===== src/rtl/core/tdma_slot_state_scheduler_assert.svh =====
// ----------------------------------------------------------------------------
// TDMA slot scheduler assertion macros
// Shared concurrent assertion forms, clocked on clk and disabled in reset.
// ----------------------------------------------------------------------------
`ifndef TDMA_SLOT_STATE_SCHEDULER_ASSERT_SVH
`define TDMA_SLOT_STATE_SCHEDULER_ASSERT_SVH

// Same-cycle implication.
`define TSS_ASSERT_IMPLY(label, cond, prop, msg) \
  label: assert property (@(posedge clk) disable iff (rst) (cond) |-> (prop)) \
    else $error(msg);

// Next-cycle implication.
`define TSS_ASSERT_NEXT(label, cond, prop, msg) \
  label: assert property (@(posedge clk) disable iff (rst) (cond) |=> (prop)) \
    else $error(msg);

`endif


===== src/rtl/core/tss_pkg.sv =====
// ----------------------------------------------------------------------------
// TDMA slot scheduler package
// Widths, register indexes, radio state codes and payload structs.
// ----------------------------------------------------------------------------
package tss_pkg;

  localparam int ADDR_WIDTH     = 16;
  localparam int SLOT_WIDTH     = 8;
  localparam int DIST_WIDTH     = SLOT_WIDTH + 1;
  localparam int CFG_DATA_WIDTH = (ADDR_WIDTH > SLOT_WIDTH) ? ADDR_WIDTH : SLOT_WIDTH;
  localparam int CFG_IDX_WIDTH  = 2;

  localparam logic [SLOT_WIDTH-1:0] SLOT_COUNT_RESET = SLOT_WIDTH'(16);

  // Configuration register indexes
  localparam logic [CFG_IDX_WIDTH-1:0] CFG_SLOT_COUNT   = 2'd0;
  localparam logic [CFG_IDX_WIDTH-1:0] CFG_NODE_ADDRESS = 2'd1;
  localparam logic [CFG_IDX_WIDTH-1:0] CFG_SINK_MODE    = 2'd2;

  // Radio state codes
  localparam logic [1:0] ST_SLEEP        = 2'd0;
  localparam logic [1:0] ST_RECEIVE      = 2'd1;
  localparam logic [1:0] ST_SEND         = 2'd2;
  localparam logic [1:0] ST_SEND_RECEIVE = 2'd3;

  typedef struct packed {
    logic                  has_message;
    logic                  is_broadcast;
    logic [ADDR_WIDTH-1:0] dest_address;
  } in_item_t;

  typedef struct packed {
    logic [1:0]            slot_state;
    logic [SLOT_WIDTH-1:0] slot_index;
    logic                  drop_message;
    logic [DIST_WIDTH-1:0] wake_distance;
  } out_item_t;

endpackage


===== src/rtl/core/tdma_slot_state_scheduler.sv =====
// ----------------------------------------------------------------------------
// TDMA slot state scheduler
// Per slot boundary: radio state, drop flag and wake distance, then advance.
// ----------------------------------------------------------------------------
//  channel  | direction | handshake          | payload
//  ---------+-----------+--------------------+---------------------------
//  in       | input     | in_valid/in_stall  | in_item_t  (slot boundary)
//  out      | output    | out_valid/out_stall| out_item_t (slot decision)
//  cfg      | input     | cfg_valid/cfg_ready| cfg_index, cfg_data
//
// In a transaction, the accept loads both bit-serial remainder units, ADDR_WIDTH
// steps form the own and destination slots, and the finish state forms the
// decision and advances. in_stall is high from accept until the result is in
// the output register. A stalled result holds the next transaction in the
// finish state. rst (synchronous, active high) sets slot_count to 16, idles the
// sequencer and clears the other config registers, step_cnt, cur_slot and out_valid.
// ----------------------------------------------------------------------------
module tdma_slot_state_scheduler
  import tss_pkg::*;
(
  input  logic                      clk,
  input  logic                      rst,
  input  logic                      in_valid,
  output logic                      in_stall,
  input  in_item_t                  in_data,
  output logic                      out_valid,
  input  logic                      out_stall,
  output out_item_t                 out_data,
  input  logic                      cfg_valid,
  output logic                      cfg_ready,
  input  logic [CFG_IDX_WIDTH-1:0]  cfg_index,
  input  logic [CFG_DATA_WIDTH-1:0] cfg_data
);

  `include "tdma_slot_state_scheduler_assert.svh"

  localparam int CNT_WIDTH = $clog2(ADDR_WIDTH);

  typedef enum logic [2:0] {
    S_IDLE   = 3'b001,
    S_RUN    = 3'b010,
    S_FINISH = 3'b100
  } fsm_t;

  fsm_t fsm, fsm_next;

  // Configuration registers
  logic [SLOT_WIDTH-1:0] slot_count;
  logic [ADDR_WIDTH-1:0] node_address;
  logic                  sink_mode;

  // Slot counter and held transaction
  logic [SLOT_WIDTH-1:0] cur_slot;
  logic [CNT_WIDTH-1:0]  step_cnt;
  in_item_t              item;

  logic                  in_accept;
  logic                  out_load;
  logic [SLOT_WIDTH-1:0] slots_eff;
  logic [SLOT_WIDTH-1:0] own_slot;
  logic [SLOT_WIDTH-1:0] dest_slot;

  assign cfg_ready = 1'b1;
  assign in_stall  = (fsm != S_IDLE);
  assign in_accept = in_valid && !in_stall;
  assign out_load  = (fsm == S_FINISH) && (!out_valid || !out_stall);

  // A zero slot count acts as one
  assign slots_eff = (slot_count == '0) ? SLOT_WIDTH'(1) : slot_count;

  always_ff @(posedge clk) begin
    if (rst) begin
      slot_count   <= SLOT_COUNT_RESET;
      node_address <= '0;
      sink_mode    <= 1'b0;
    end else if (cfg_valid && cfg_ready) begin
      unique case (cfg_index)
        CFG_SLOT_COUNT:   slot_count   <= cfg_data[SLOT_WIDTH-1:0];
        CFG_NODE_ADDRESS: node_address <= cfg_data[ADDR_WIDTH-1:0];
        CFG_SINK_MODE:    sink_mode    <= cfg_data[0];
        default: ;
      endcase
    end
  end

  // Own listening slot and destination slot, one bit per cycle each
  tss_rem_serial #(
    .DIVIDEND_WIDTH(ADDR_WIDTH),
    .DIVISOR_WIDTH (SLOT_WIDTH)
  ) u_rem_own (
    .clk      (clk),
    .load     (in_accept),
    .step     (fsm == S_RUN),
    .dividend (node_address),
    .divisor  (slots_eff),
    .remainder(own_slot)
  );

  tss_rem_serial #(
    .DIVIDEND_WIDTH(ADDR_WIDTH),
    .DIVISOR_WIDTH (SLOT_WIDTH)
  ) u_rem_dest (
    .clk      (clk),
    .load     (in_accept),
    .step     (fsm == S_RUN),
    .dividend (in_data.dest_address),
    .divisor  (slots_eff),
    .remainder(dest_slot)
  );

  // Sequencer
  always_comb begin
    fsm_next = fsm;
    unique case (fsm)
      S_IDLE:   if (in_accept) fsm_next = S_RUN;
      S_RUN:    if (step_cnt == CNT_WIDTH'(ADDR_WIDTH - 1)) fsm_next = S_FINISH;
      S_FINISH: if (out_load) fsm_next = S_IDLE;
      default:  fsm_next = S_IDLE;
    endcase
  end

  always_ff @(posedge clk) begin
    if (rst) begin
      fsm      <= S_IDLE;
      step_cnt <= '0;
    end else begin
      fsm <= fsm_next;
      if (in_accept) begin
        step_cnt <= '0;
      end else if (fsm == S_RUN) begin
        step_cnt <= step_cnt + CNT_WIDTH'(1);
      end
    end
  end

  // Hold the transaction fields for the decision cycle
  always_ff @(posedge clk) begin
    if (in_accept) begin
      item <= in_data;
    end
  end

  // Decision
  logic                  unicast;
  logic                  drop;
  logic                  pending;
  logic                  in_common;
  logic                  dest_awake;
  logic [1:0]            state_sel;
  logic [SLOT_WIDTH+1:0] dist_wide;
  logic [SLOT_WIDTH-1:0] cur_slot_next;

  always_comb begin
    unicast    = item.has_message && !item.is_broadcast;
    drop       = unicast && (dest_slot == own_slot);
    pending    = item.has_message && !drop;
    in_common  = (cur_slot == slots_eff);
    dest_awake = (dest_slot == cur_slot) ||
                 (sink_mode && (item.dest_address == '0) && !in_common);

    priority if (cur_slot == own_slot) begin
      state_sel = ST_RECEIVE;
    end else if (pending && item.is_broadcast && in_common) begin
      state_sel = ST_SEND_RECEIVE;
    end else if (pending && !item.is_broadcast && dest_awake) begin
      state_sel = ST_SEND;
    end else if (in_common) begin
      state_sel = ST_RECEIVE;
    end else if (sink_mode && (node_address == '0)) begin
      state_sel = ST_RECEIVE;
    end else begin
      state_sel = ST_SLEEP;
    end

    // Advances until the destination slot, zero unless a unicast is kept; a counter
    // past the common slot counts as if the next slot were zero
    priority if (!(unicast && !drop)) begin
      dist_wide = '0;
    end else if (cur_slot > slots_eff) begin
      dist_wide = {2'b00, dest_slot} + (SLOT_WIDTH+2)'(1);
    end else if (dest_slot > cur_slot) begin
      dist_wide = {2'b00, dest_slot} - {2'b00, cur_slot};
    end else begin
      dist_wide = {2'b00, dest_slot} + {2'b00, slots_eff} + (SLOT_WIDTH+2)'(1)
                  - {2'b00, cur_slot};
    end

    // Wrap after the common slot
    if (cur_slot >= slots_eff) begin
      cur_slot_next = '0;
    end else begin
      cur_slot_next = cur_slot + SLOT_WIDTH'(1);
    end
  end

  // Output register and slot counter advance
  always_ff @(posedge clk) begin
    if (rst) begin
      out_valid <= 1'b0;
      cur_slot  <= '0;
    end else begin
      if (out_load) begin
        out_valid <= 1'b1;
        cur_slot  <= cur_slot_next;
      end else if (!out_stall) begin
        out_valid <= 1'b0;
      end
    end
  end

  always_ff @(posedge clk) begin
    if (out_load) begin
      out_data.slot_state    <= state_sel;
      out_data.slot_index    <= cur_slot;
      out_data.drop_message  <= drop;
      out_data.wake_distance <= dist_wide[DIST_WIDTH-1:0];
    end
  end

  // Checks
  `TSS_ASSERT_NEXT(a_accept_starts_run, in_accept,
    (fsm == S_RUN) && (step_cnt == '0), "accepted transaction did not start the run")
  `TSS_ASSERT_IMPLY(a_no_overwrite, out_load, !out_valid || !out_stall,
    "result loaded over a stalled result")
  `TSS_ASSERT_NEXT(a_slot_holds, !out_load, $stable(cur_slot),
    "slot counter moved without a decision")
  `TSS_ASSERT_NEXT(a_load_gives_valid, out_load, out_valid && (fsm == S_IDLE),
    "decision load did not present a result")

endmodule


===== src/rtl/core/tss_rem_serial.sv =====
// ----------------------------------------------------------------------------
// Bit-serial remainder unit
// Restoring remainder, one dividend bit per step, MSB first.
// ----------------------------------------------------------------------------
module tss_rem_serial #(
  parameter int DIVIDEND_WIDTH = 16,
  parameter int DIVISOR_WIDTH  = 8
) (
  input  logic                      clk,
  input  logic                      load,
  input  logic                      step,
  input  logic [DIVIDEND_WIDTH-1:0] dividend,
  input  logic [DIVISOR_WIDTH-1:0]  divisor,
  output logic [DIVISOR_WIDTH-1:0]  remainder
);

  logic [DIVIDEND_WIDTH-1:0] shift;
  logic [DIVISOR_WIDTH-1:0]  rem;
  logic [DIVISOR_WIDTH:0]    trial;
  logic [DIVISOR_WIDTH:0]    rem_next;

  // Bring in the next bit; subtract when the partial remainder reaches the divisor
  always_comb begin
    trial = {rem, shift[DIVIDEND_WIDTH-1]};
    if (trial >= {1'b0, divisor}) begin
      rem_next = trial - {1'b0, divisor};
    end else begin
      rem_next = trial;
    end
  end

  always_ff @(posedge clk) begin
    if (load) begin
      shift <= dividend;
      rem   <= '0;
    end else if (step) begin
      shift <= {shift[DIVIDEND_WIDTH-2:0], 1'b0};
      rem   <= rem_next[DIVISOR_WIDTH-1:0];
    end
  end

  assign remainder = rem;

endmodule


===== config.mk =====
export PLATFORM = sky130hd
export DESIGN_NAME = tdma_slot_state_scheduler
export DESIGN_NICKNAME = d
export VERILOG_FILES = /design/src/rtl/core/tss_pkg.sv /design/src/rtl/core/tdma_slot_state_scheduler.sv /design/src/rtl/core/tss_rem_serial.sv
export VERILOG_INCLUDE_DIRS = /design/src /design/src/rtl/core
export SDC_FILE = /design/constraint.sdc
export NUM_CORES = 1
export LEC_CHECK = 0
export ABC_CLOCK_PERIOD_IN_PS = 3300
export BUFFER_PORTS_ARGS = -buffer_cell sky130_fd_sc_hd__buf_2
export CAP_MARGIN = 10
export CORE_MARGIN = 2
export CORE_UTILIZATION = 35
export CTS_CLUSTER_DIAMETER = 200
export DETAILED_ROUTE_END_ITERATION = 10
export PLACE_DENSITY = 0.55
export RECOVER_POWER = 25
export SETUP_SLACK_MARGIN = 0.02
export SLEW_MARGIN = 20
export SYNTH_ARGS = -nofsm -noshare
export SYNTH_HDL_FRONTEND = slang
export SYNTH_SLANG_ARGS = --single-unit

===== constraint.sdc =====
create_clock -name clk -period 3.3 [get_ports clk]
set_input_delay 0.495 -clock clk [delete_from_list [all_inputs] [get_ports clk]]
set_output_delay 0.495 -clock clk [all_outputs]
set_load 0.01 [all_outputs]

# == After elaboration in Yosys (flattened, before gate mapping) ==
# Index checks and enable logic that the tools add are counted.
# op_classes
n_reduce_logical,32
eq_ne,15
add_sub_neg,9
mux,20
n_lt_le_gt_ge,5
# op_table
operator,count
$mux W16,4
$eq A8 B8 Y1,4
$logic_not A16 Y1,2
$mux W8,4
$ge A9 B8 Y1,2
$mux W9,2
$gt A8 B8 Y1,2
$sub A8 B8 Y8,2
$logic_and A1 B1 Y1,13
$add A8 B1 Y9 const B,1
$add A8 B8 Y9,1
$add A9 B1 Y9 const B,1
$mux W3,3
$pmux W3 S3,1
$sub A8 B8 Y9,1
$sub A9 B8 Y9,1
$add A8 B1 Y8 const B,1
$ge A8 B8 Y1,1
$logic_not A8 Y1,1
$logic_not A1 Y1,6
$ne A2 B2 Y1 const B,3
$reduce_and A2 Y1,3
$add A4 B1 Y4 const B,1
$eq A4 B4 Y1 const B,1
14 further kinds,20
# word_totals
output_inout_bits,23
inputBits,41
elab_cells,100
reg_bits,127

# == Logic depth before layout (Yosys ltp) ==
# Gate-level depths: netlist of run 1.
# logic_depth
depth_word,9
depth_mapped,12
depth_no_buf,12

# == By module ==
# Synthesis of run 1 repeated with hierarchy kept, for this count alone.
# hier_totals
cells_unflattened,788
area_unflattened_um2,7706.1
# modules_own_cells
mod,seq_area_each_um2,instances,area_each_um2,cells_each
tdma_slot_state_scheduler,1961.9,1,4695.8,510
tss_rem_serial (u_rem_own),640.6,1,1549.0,144
tss_rem_serial (u_rem_dest),640.6,1,1461.4,134

# == Least setup slack after synthesis of run 1 ==
# No wires, ideal clock.
# synth_timing
path_kind,flip-flop to flip-flop
startpoint,register u_rem_dest.rem[2] (netlist: u_rem_dest.remainder[2])
endpoint,register out_data[8] (netlist bit) (data pin)
path_stages_with_launch,13
period_less_slack_ps,2762
t_arrival_ps,2501
required_ps,3039
path_slack_ps,538
n_path_buf,1
setup_ps,261
path_cell_list,dfxtp_1 > buf_2 > inv_1 > fa_1 > inv_1 > ha_1 > nor2b_1 > o2111ai_1 > nand3_1 > o41ai_1 > xor2_1 > a211oi_1 > nor3_1
# synth_via
elab_chain_cells,5
elab_cells_between_ends,12
cone_classes,add/sub: 5; order compare: 1; eq/ne: 1; mux: 2; reduce/logical: 3
# synth_rtl
item,line_no,source
"start, declared",tss_rem_serial.sv:18,logic [DIVISOR_WIDTH-1:0] rem;
"start signal, assigned",tss_rem_serial.sv:38,rem <= rem_next[DIVISOR_WIDTH-1:0];
$add A8 B8 Y9,tdma_slot_state_scheduler.sv:184,"dist_wide = {2'b00, dest_slot} + {2'b00, slots_eff} + (SLOT_WIDTH+2)'(1)"
$add A9 B1 Y9,tdma_slot_state_scheduler.sv:184,
$sub A9 B8 Y9,tdma_slot_state_scheduler.sv:185,"- {2'b00, cur_slot};"
$mux W9,tdma_slot_state_scheduler.sv:181,end else if (dest_slot > cur_slot) begin
$mux W9,tdma_slot_state_scheduler.sv:179,end else if (cur_slot > slots_eff) begin
"end, declared",tdma_slot_state_scheduler.sv:28,"output out_item_t out_data,"
# Several ways; a longest one is shown, not always the timed one.
# A chain may end at the register's enable or synchronous reset.

# == Final worst setup path of run 1 ==
# layout_timing
startpoint,register slot_count[2]
endpoint,register out_data[8] (netlist bit) (data pin)
# layout_via
elab_chain_cells,7
elab_cells_between_ends,8
cone_classes,add/sub: 3; order compare: 1; mux: 3; reduce/logical: 1
# layout_rtl
item,line_no,source
"start, declared",tdma_slot_state_scheduler.sv:48,logic [SLOT_WIDTH-1:0] slot_count;
"start signal, assigned",tdma_slot_state_scheduler.sv:78,CFG_SLOT_COUNT: slot_count <= cfg_data[SLOT_WIDTH-1:0];
$logic_not A8 Y1,tdma_slot_state_scheduler.sv:69,assign slots_eff = (slot_count == '0) ? SLOT_WIDTH'(1) : slot_count;
$mux W8 *,tdma_slot_state_scheduler.sv:69,
$add A8 B8 Y9,tdma_slot_state_scheduler.sv:184,
$add A9 B1 Y9,tdma_slot_state_scheduler.sv:184,
$sub A9 B8 Y9,tdma_slot_state_scheduler.sv:185,
$mux W9,tdma_slot_state_scheduler.sv:181,
$mux W9 *,tdma_slot_state_scheduler.sv:179,
# Mark *: on every way between the ends. The rest lies on a longest branch, timed or not.

==> qor.csv, run 1 <==
stage;metric;value;unit
logic_synthesis;post-synthesis sequential area ratio;0.4456;
cells_and_area;Final nets;882;
sta;RSZ-0062 raised after global routing;no;
detailed_routing;via count;5328;
detailed_routing;post-detailed-route count of antenna-violating nets;0;
detailed_routing;WL final;17070;um
detailed_routing;Pre-antenna DRT Iters;4;
logic_synthesis;Mapped Cells;714;
cts;clock buffer count from CTS;17;
cells_and_area;fin cells;1064;
critical_path;worst path cell trace;inv_1, a41o_1, fa_1, inv_1, fa_1, nor2b_1, o2111ai_1, nand3_1, o41ai_1, xor2_1, a211oi_1, nor3_1;
placed_design;routability cong.;0.8908;
logic_synthesis;Commonest cells post-synth;nand2_1 (75), edfxtp_1 (70), dfxtp_1 (57);
cts;CTS Buffer Depth;2;
power;Power Density;496.8;mW/mm2
status;failing checks;capacitance limit, slew limit;
cts;clk sinks;127;
detailed_routing;vias per std cell;5.008;
power;P_leak;3.347;nW
critical_path;Startpoint Class;flip-flop;
cts;Setup Buffers After CTS;0;
cts;H-tree Lvls;4;
floorplan;Cell Rows;52;
logic_synthesis;Synth warnings;0;
cts;Reg clk slew, reported paths;0.06;ns
logic_synthesis;most area-consuming cells after synthesis;edfxtp_1 (29%), dfxtp_1 (16%), ha_1 (8.4%), mux2_2 (4.6%), nand2_1 (3.9%);
status;status;finished, violations left;
sta;max_slew headroom;-0.06103;
cells_and_area;layout cell share with drive strength beyond 1;0.1700;
logic_synthesis;dominant synthesized flop cell;edfxtp_1;
grt;Global Route Usage Sum;0.1613;
critical_path;crit end category;flip-flop;
critical_path;R2R setup slack;0.25;ns
critical_path;Reg2Reg Launch Point;slot_count[2];
detailed_routing;drt wl/cell;16.04;um
critical_path;Critical Path Max Stage Delay;0.43;ns
critical_path;critical path class;flip-flop to flip-flop;
grt;vias in the first global route;5108;
run;Max Cap Violations;1;
logic_synthesis;Post-synth EDFFs;70;
cts;CTS tree;done;
grt;grt ovf;0;
placed_design;hpwl dp;12550;um
logic_synthesis;Avg Synthesized Cell Area;10.19;um2
logic_synthesis;most area-hungry cell type in the Yosys netlist;edfxtp_1;
sta;Fin Clk Skew;0.006976;ns
placed_design;Port Buf Inserts;62;
logic_synthesis;synth unique cells;66;
detailed_routing;DRC viols;0;
cells_and_area;# diodes;0;
logic_synthesis;Seq cells post-synth;127;
critical_path;cell depth of the worst flop-to-flop path;12;
cells_and_area;Synth-to-Final Area Change;16.25;%
logic_synthesis;top-count cell post-synth;nand2_1;
worst_hold_path;worst min path class;input pin to flip-flop;
worst_hold_path;Worst Hold Depth;1;
floorplan;starting density of the core;0.3585;
sta;fin crit share;0.9237;
sta;fmax;0.3281;GHz
sta;final setup fails;0;
detailed_routing;DRT iter0 DRCs;239;
sta;Final Slew Violations;35;
sta;post-route minimum period;3.048;ns
sta;setup_tns;0;ns
sta;measured slew at the worst slew-check pin;1.592;ns
cells_and_area;Final Core Density;0.4168;
critical_path;CP max-delay cell;fa_1;
placed_design;post-placement cell count;1032;
critical_path;RR Endpoint;out_data[8];
worst_hold_path;Hold Path End;item[16];
floorplan;DIE AREA;0.02196;mm2
floorplan;Die Y;148.2;um
grt;initial antenna violation count;0;
logic_synthesis;Mapped Nets;815;
sta;final-report hold violation count;0;
floorplan;I/O pins;64;
critical_path;Worst Path Arrival;3.22;ns
logic_synthesis;Post-Syn Area;0.007278;mm2
floorplan;Core Area;0.02030;mm2
grt;first-pass GRT wire length;27260;um
sta;hold slack;0.2470;ns
grt;largest net degree at the start of global routing;65;
cts;Worst-Skew Late Latency;0.43;ns
worst_hold_path;HP Start;in_data[16];
critical_path;CP Max Fanout;6;
logic_synthesis;Post-synth ARST share;0;
cts;Hold-fix buffers, CTS;0;
power;VDD IR max;401.8;uV
cts;Root Driver;clkbuf_16;
power;Design Power;4.203;mW
logic_synthesis;area fraction of the dominant cell type after synthesis;0.2888;
floorplan;Die Wd;148.2;um
cts;Resized cells post-CTS;0;
critical_path;Crit path required time;3.47;ns
==> through the flow <==
stage	instance area, um2	worst slack (ns)
finish	8461	0.2518
global route	8461	0.05436
CTS	8493	0.2432
detailed placement	7923	0.2783
global placement	7923	0.3669
floorplan	7278	0.5379
==> layer usage <==
metal	track usage	up-vias	routed length [um]
li1	-	2670	-
met1	0.2232	2509	8235
met2	0.2484	126	7676
met4	0.05714	0	397
met3	0.03712	23	757
met5	0	-	0
==> cells by family (layout without fill, tap and decap cells) <==
logic type	after synthesis	in the layout	synth area share
AOI/OAI and AO/OA	131	131	0.1154
xor gates and xnor gates	54	54	0.06601
adders and majority gates	60	60	0.1145
and+or+nand+nor	214	214	0.1420
muxes	49	49	0.07255
buffers and inverters	78	158	0.04349
other	1	1	0.0005152
DFF	127	127	0.4456
==> layout by cell type, fill, tap and decap left out, types with 5 or more instances in the layout <==
cell	n
clkbuf_16	19
o21a_1	6
mux2_2	30
nor4_1	7
a21o_1	8
edfxtp_1	70
mux2i_1	19
dfxtp_1	57
nor2_1	53
nand4_1	11
o22ai_1	11
fa_1	11
ha_1	49
nor2b_1	5
o21ai_0	29
nor3_1	15
clkbuf_1	24
buf_4	12
inv_1	48
xnor2_1	30
nand2b_1	7
nand3_1	12
a21oi_1	44
buf_2	43
xor2_1	23
nand2_1	75
==> flip-flops by register name, summed over array words and instances (netlist names) <==
signal and count:
u_rem_own.remainder 8, out_data 20, out_valid 1, u_rem_dest.remainder 8
sink_mode 1, u_rem_own.shift 16, cur_slot 8, item 18
u_rem_dest.shift 16, fsm 3, node_address 16, step_cnt 4
slot_count 8
==> critical path, delay by kind of cell (launching register included) <==
family          cells  cell delay (ns)
flops               1             0.34
buf+inv             2             0.23
compound gates      4             1.18
xor+xnor            1             0.12
fa+ha+maj           2             0.64
simple gates        3             0.28
==> how the worst max path moves through the flow <==
stage,from,end,cells past startpoint,slack [ns]
floorplan,u_rem_dest.remainder[2],out_data[8],12,0.54
global placement,slot_count[4],out_data[8],12,0.37
detailed placement,slot_count[2],out_data[8],12,0.28
CTS,slot_count[2],out_data[8],12,0.24
global route,slot_count[2],out_data[8],12,0.05
finish,slot_count[2],out_data[8],12,0.25
==> report_power, final <==
part / internal (mW) / switching [mW] / total (mW)
Clock: 1.07 / 0.727 / 1.80
Sequential: 1.76 / 0.0352 / 1.80
Combinational: 0.264 / 0.342 / 0.606
Total: 3.10 / 1.10 / 4.20
==> layout make-up <==
cell class                 count  area (um2)
timing repair buffer          78       391.6
multi-input combinational    509        3737
clock buffer                  21       493.0
inverter                      48       180.2
tap                          270       337.8
clock inverter                11       77.57
fill                        2033       11840
sequential                   127        3243
(Power assumes the default switching activity.)
==> run 2, diff against run 1 <==
--- a/config.mk
+++ b/config.mk
@@ -6,9 +6,9 @@
 export SDC_FILE = /design/constraint.sdc
 export NUM_CORES = 1
 export LEC_CHECK = 0
-export ABC_CLOCK_PERIOD_IN_PS = 3300
+export ABC_CLOCK_PERIOD_IN_PS = 3100
 export BUFFER_PORTS_ARGS = -buffer_cell sky130_fd_sc_hd__buf_2
-export CAP_MARGIN = 10
+export CAP_MARGIN = 20
 export CORE_MARGIN = 2
 export CORE_UTILIZATION = 35
 export CTS_CLUSTER_DIAMETER = 200
==> constraint.sdc (replaced) <==
create_clock -name clk -period 3.1 [get_ports clk]
set_input_delay 0.465 -clock clk [delete_from_list [all_inputs] [get_ports clk]]
set_output_delay 0.465 -clock clk [all_outputs]
set_load 0.01 [all_outputs]
==> run 2 against run 1 <==
Compared with the run above: the run still ends with capacitance limit, slew limit left; wire length fell by 0.90%; cell area rose by 0.34%; sequential cell count did not move; largest cell class unchanged; register-to-register slack got worse by 0.05 ns.
==> qor.csv, run 2 (same netlist as run 1, synthesis figures left out) <==
stage;metric;value;unit
status;status;finished, violations left;
grt;largest net degree at the start of global routing;65;
status;failing checks;capacitance limit, slew limit;
cells_and_area;# diodes;0;
critical_path;CP Max Fanout;6;
cells_and_area;fill count;2020;
sta;Final Slew Violations;35;
sta;Fin Clk Skew;0.009691;ns
floorplan;Die Wd;148.2;um
cts;CTS Buffer Depth;2;
sta;final-report hold violation count;0;
cells_and_area;Final Core Density;0.4182;
critical_path;Worst Path Arrival;3.18;ns
power;VDD IR max;383.3;uV
floorplan;I/O pins;64;
detailed_routing;DRC viols;0;
worst_hold_path;worst min path class;input pin to flip-flop;
sta;final setup fails;0;
cells_and_area;Top Registers;out_data x20, item x18;
placed_design;routability cong.;0.8771;
grt;grt ovf;0;
cts;Root Driver;clkbuf_16;
floorplan;starting density of the core;0.3585;
grt;vias in the first global route;5103;
floorplan;Cell Rows;52;
detailed_routing;drt wl/cell;15.87;um
grt;Global Route Usage Sum;0.1599;
floorplan;DIE AREA;0.02196;mm2
power;Design Power;4.468;mW
detailed_routing;Pre-antenna DRT Iters;4;
cells_and_area;Final nets;884;
floorplan;Core Area;0.02030;mm2
sta;max_slew headroom;-0.09820;
placed_design;hpwl dp;12500;um
cells_and_area;Synth-to-Final Area Change;16.64;%
detailed_routing;WL final;16910;um
detailed_routing;post-detailed-route count of antenna-violating nets;0;
cells_and_area;commonest cells after routing, fill and taps aside;nand2_1 (75), edfxtp_1 (70), dfxtp_1 (57), nor2_1 (53), ha_1 (49);
cts;Worst-Skew Late Latency;0.42;ns
power;P_leak;3.360;nW
grt;initial antenna violation count;0;
sta;fin crit share;0.9365;
cells_and_area;max reg flops;20;
power;Power Density;526.3;mW/mm2
critical_path;Crit path required time;3.38;ns
critical_path;Startpoint Class;flip-flop;
detailed_routing;DRT iter0 DRCs;349;
cells_and_area;layout cell share with drive strength beyond 1;0.1759;
sta;RSZ-0062 raised after global routing;no;
cts;Reg clk slew, reported paths;0.06;ns
grt;first-pass GRT wire length;27300;um
critical_path;crit end category;flip-flop;
run;Max Cap Violations;1;
sta;post-route minimum period;2.903;ns
detailed_routing;vias per std cell;4.957;
placed_design;Post-Place Worst Slack;0.1935;ns
cts;clock buffer count from CTS;17;
placed_design;Port Buf Inserts;62;
cts;clk sinks;127;
critical_path;critical path class;flip-flop to flip-flop;
cts;CTS tree;done;
detailed_routing;via count;5284;
sta;setup_tns;0;ns
sta;fmax;0.3445;GHz
floorplan;Die Y;148.2;um
cells_and_area;Top reg by flops;out_data;
cells_and_area;commonest non-fill, non-tap cell in the layout;nand2_1;
sta;hold slack;0.2209;ns
sta;measured slew at the worst slew-check pin;1.647;ns
sta;fin worst setup slack;0.1969;ns
cts;H-tree Lvls;4;
run 2: path summary, 6_finish.rpt:
check | startpoint | to | slack, ns | cells past startpoint
hold reg to reg | node_address[12] | node_address[12] | 0.47 | 2
setup reg to reg | slot_count[2] | out_data[7] | 0.20 | 11
hold / removal | in_data[17] | item[17] | 0.22 | 1
setup / recovery | slot_count[2] | out_data[7] | 0.20 | 11
run 2: final cells by class:
type	count	area (um2)	share of cell area
multi-input combinational	509	3746	0.4413
sequential	127	3243	0.3820
clock buffer	18	429.2	0.05055
timing repair buffer	80	421.7	0.04967
tap	270	337.8	0.03979
inverter	48	180.2	0.02122
clock inverter	14	131.4	0.01548
run 2: stage by stage:
step	instances	instance area, um2
detailed placement	1034	7950
floorplan	714	7278
finish	1066	8489
global placement	1034	7950
CTS	1066	8511
global route	1066	8489
run 2: per-layer routing:
layer	global-route usage	up-vias	wire length [um]
met4	0.04048	0	196
met2	0.2500	93	7714
met3	0.03558	12	578
li1	-	2667	-
met1	0.2254	2512	8423
met5	0	-	0
run 2: worst max-delay path, cell delays in order (launching register included):
cell and delay, ns:
dfxtp_1 0.33, inv_1 0.13, a41o_2 0.36, fa_1 0.41, ha_1 0.31, a21oi_1 0.20
o2111ai_1 0.18, a21oi_1 0.22, xnor2_1 0.15, nor2_1 0.07, a211o_1 0.30, a21oi_2 0.11
run 2: repair_timing:
action,in CTS,in global routing
endpoints found under the setup margin,0,2
hold buffers,0,0
endpoints found under the hold margin,0,0
setup buffers,0,0
gates resized for setup,0,2
run 2: power breakdown:
group	switching (mW)	internal, mW
logic	0.368	0.288
registers	0.0381	1.88
clock network	0.781	1.12
total	1.19	3.28
==> run 3, diff against run 2 <==
--- a/config.mk
+++ b/config.mk
@@ -14,7 +14,6 @@
 export CTS_CLUSTER_DIAMETER = 200
 export DETAILED_ROUTE_END_ITERATION = 10
 export PLACE_DENSITY = 0.55
-export RECOVER_POWER = 25
 export SETUP_SLACK_MARGIN = 0.02
 export SLEW_MARGIN = 20
 export SYNTH_ARGS = -nofsm -noshare
==> run 3 against run 2 <==
Compared with the run above: the flow now finishes without violations; global-route usage did not move; core utilization grew 0.18 points; critical path type unchanged; non-clock buffer count is the same; clock power hardly changed; first-iteration DRC count decreased by 14%; final cell count unchanged; die area unchanged; via count is 0.53% lower; largest cell class unchanged; sequential share of layout area fell by 0.16 points; sequential power is essentially flat; clock skew rose by 0.0092 ns.
==> qor.csv, run 3 (same netlist as run 1, synthesis figures left out) <==
stage;metric;value;unit
detailed_routing;WL final;16850;um
critical_path;worst path cell trace;inv_1, a41o_2, fa_1, ha_1, a21oi_1, o2111ai_1, a21oi_1, xnor2_1, nor2_1, a211o_1, a21oi_2;
sta;final-report hold violation count;0;
critical_path;Critical Path Max Stage Delay;0.41;ns
power;VDD IR max;387.4;uV
sta;Fin Clk Skew;0.01889;ns
detailed_routing;via count;5256;
power;Power Density;524.4;mW/mm2
sta;post-route minimum period;2.896;ns
cells_and_area;commonest cells after routing, fill and taps aside;nand2_1 (75), edfxtp_1 (70), buf_2 (62), dfxtp_1 (57), nor2_1 (53);
placed_design;hpwl dp;12500;um
floorplan;starting density of the core;0.3585;
sta;max_slew headroom;0.3674;
floorplan;DIE AREA;0.02196;mm2
cts;CTS Buffer Depth;2;
cells_and_area;max reg flops;20;
grt;largest net degree at the start of global routing;65;
cells_and_area;Final nets;884;
cells_and_area;fin cells;1066;
critical_path;crit-path leading delay family;compound AO/OA/AOI/OAI gates;
detailed_routing;vias per std cell;4.931;
floorplan;Die Wd;148.2;um
run;Max Cap Violations;0;
sta;Final Slew Violations;0;
cells_and_area;Top Registers;out_data x20, item x18;
sta;measured slew at the worst slew-check pin;0.9447;ns
grt;Global Route Usage Sum;0.1599;
cts;CTS tree;done;
placed_design;post-placement cell count;1034;
critical_path;CP Max Fanout;6;
placed_design;Port Buf Inserts;62;
detailed_routing;DRT iter0 DRCs;301;
critical_path;critical path class;flip-flop to flip-flop;
grt;grt ovf;0;
cts;Hold-fix buffers, CTS;0;
cells_and_area;layout cell share with drive strength beyond 1;0.2048;
detailed_routing;post-detailed-route count of antenna-violating nets;0;
floorplan;Die Y;148.2;um
cts;Reg clk slew, reported paths;0.06;ns
power;P_leak;3.427;nW
cells_and_area;FF/Latch Area;0.003243;mm2
critical_path;CP max-delay cell;fa_1;
cells_and_area;area of the multi-input gates;0.003746;mm2
cts;Worst-Skew Late Latency;0.43;ns
floorplan;Core Area;0.02030;mm2
sta;final setup fails;0;
status;status;complete, no violations;
worst_hold_path;worst min path class;input pin to flip-flop;
critical_path;Startpoint Class;flip-flop;
cells_and_area;Top reg by flops;out_data;
cts;clk sinks;127;
critical_path;Worst Path Arrival;3.18;ns
cells_and_area;# diodes;0;
sta;RSZ-0062 raised after global routing;no;
detailed_routing;drt wl/cell;15.81;um
placed_design;routability cong.;0.8771;
grt;first-pass GRT wire length;27300;um
floorplan;Cell Rows;52;
cts;Root Driver;clkbuf_16;
grt;initial antenna violation count;0;
detailed_routing;DRC viols;0;
grt;vias in the first global route;5103;
detailed_routing;Pre-antenna DRT Iters;5;
sta;fin crit share;0.9341;
critical_path;most used cell, CP;a21oi_1;
cells_and_area;fill count;2002;
sta;hold slack;0.2168;ns
cells_and_area;commonest non-fill, non-tap cell in the layout;nand2_1;
cts;clock buffer count from CTS;17;
floorplan;I/O pins;64;
critical_path;CP bufs+invs;1;
critical_path;Crit path required time;3.38;ns
critical_path;crit end category;flip-flop;
cts;H-tree Lvls;4;
cells_and_area;Synth-to-Final Area Change;17.14;%
sta;setup_tns;0;ns
sta;fmax;0.3454;GHz
-- run 3: repair_timing --
item / in CTS / in global routing
buffers inserted: 0 / 0
endpoints found under the setup margin: 0 / 2
resized for setup: 0 / 2
-- run 3: stage by stage --
step / instance area [um2] / setup slack [ns] / util / power [mW]
after floorplan: 7278 / 0.3379 / - / 2.432
after global placement: 7950 / 0.1971 / 0.3916 / 2.601
after detailed placement: 7950 / 0.1935 / 0.3916 / 2.607
after CTS: 8511 / 0.1443 / 0.4193 / 4.527
after global routing: 8526 / 0.03371 / 0.4200 / 4.668
final: 8526 / 0.2044 / 0.4200 / 4.471
-- run 3: worst paths after layout --
kind                      endpoint              from  slack [ns]  cells past startpoint
hold reg to reg   node_address[12]  node_address[12]        0.47                      2
hold / removal            item[17]       in_data[17]        0.22                      1
setup / recovery       out_data[7]     slot_count[2]        0.20                     11
setup reg to reg       out_data[7]     slot_count[2]        0.20                     11
-- run 3: where the power goes --
group	total (mW)	internal [mW]	switching, mW
registers	1.92	1.88	0.0384
logic	0.657	0.289	0.367
clock network	1.90	1.12	0.783
-- run 3: layer usage --
metal,wire length [um],vias to the layer above,track usage
li1,-,2664,-
met1,8342,2493,0.2254
met2,7758,91,0.2500
met3,603,8,0.03558
met4,146,0,0.04048
met5,0,-,0
-- run 3: area by class of cell --
cell class,instances,share of cell area
Timing Repair Buffer,80,0.05371
Inverter,48,0.02113
Tap cell,270,0.03962
Clock inverter,14,0.01541
Sequential cell,127,0.3804
Clock buffer,18,0.05034
Multi-Input combinational cell,509,0.4394
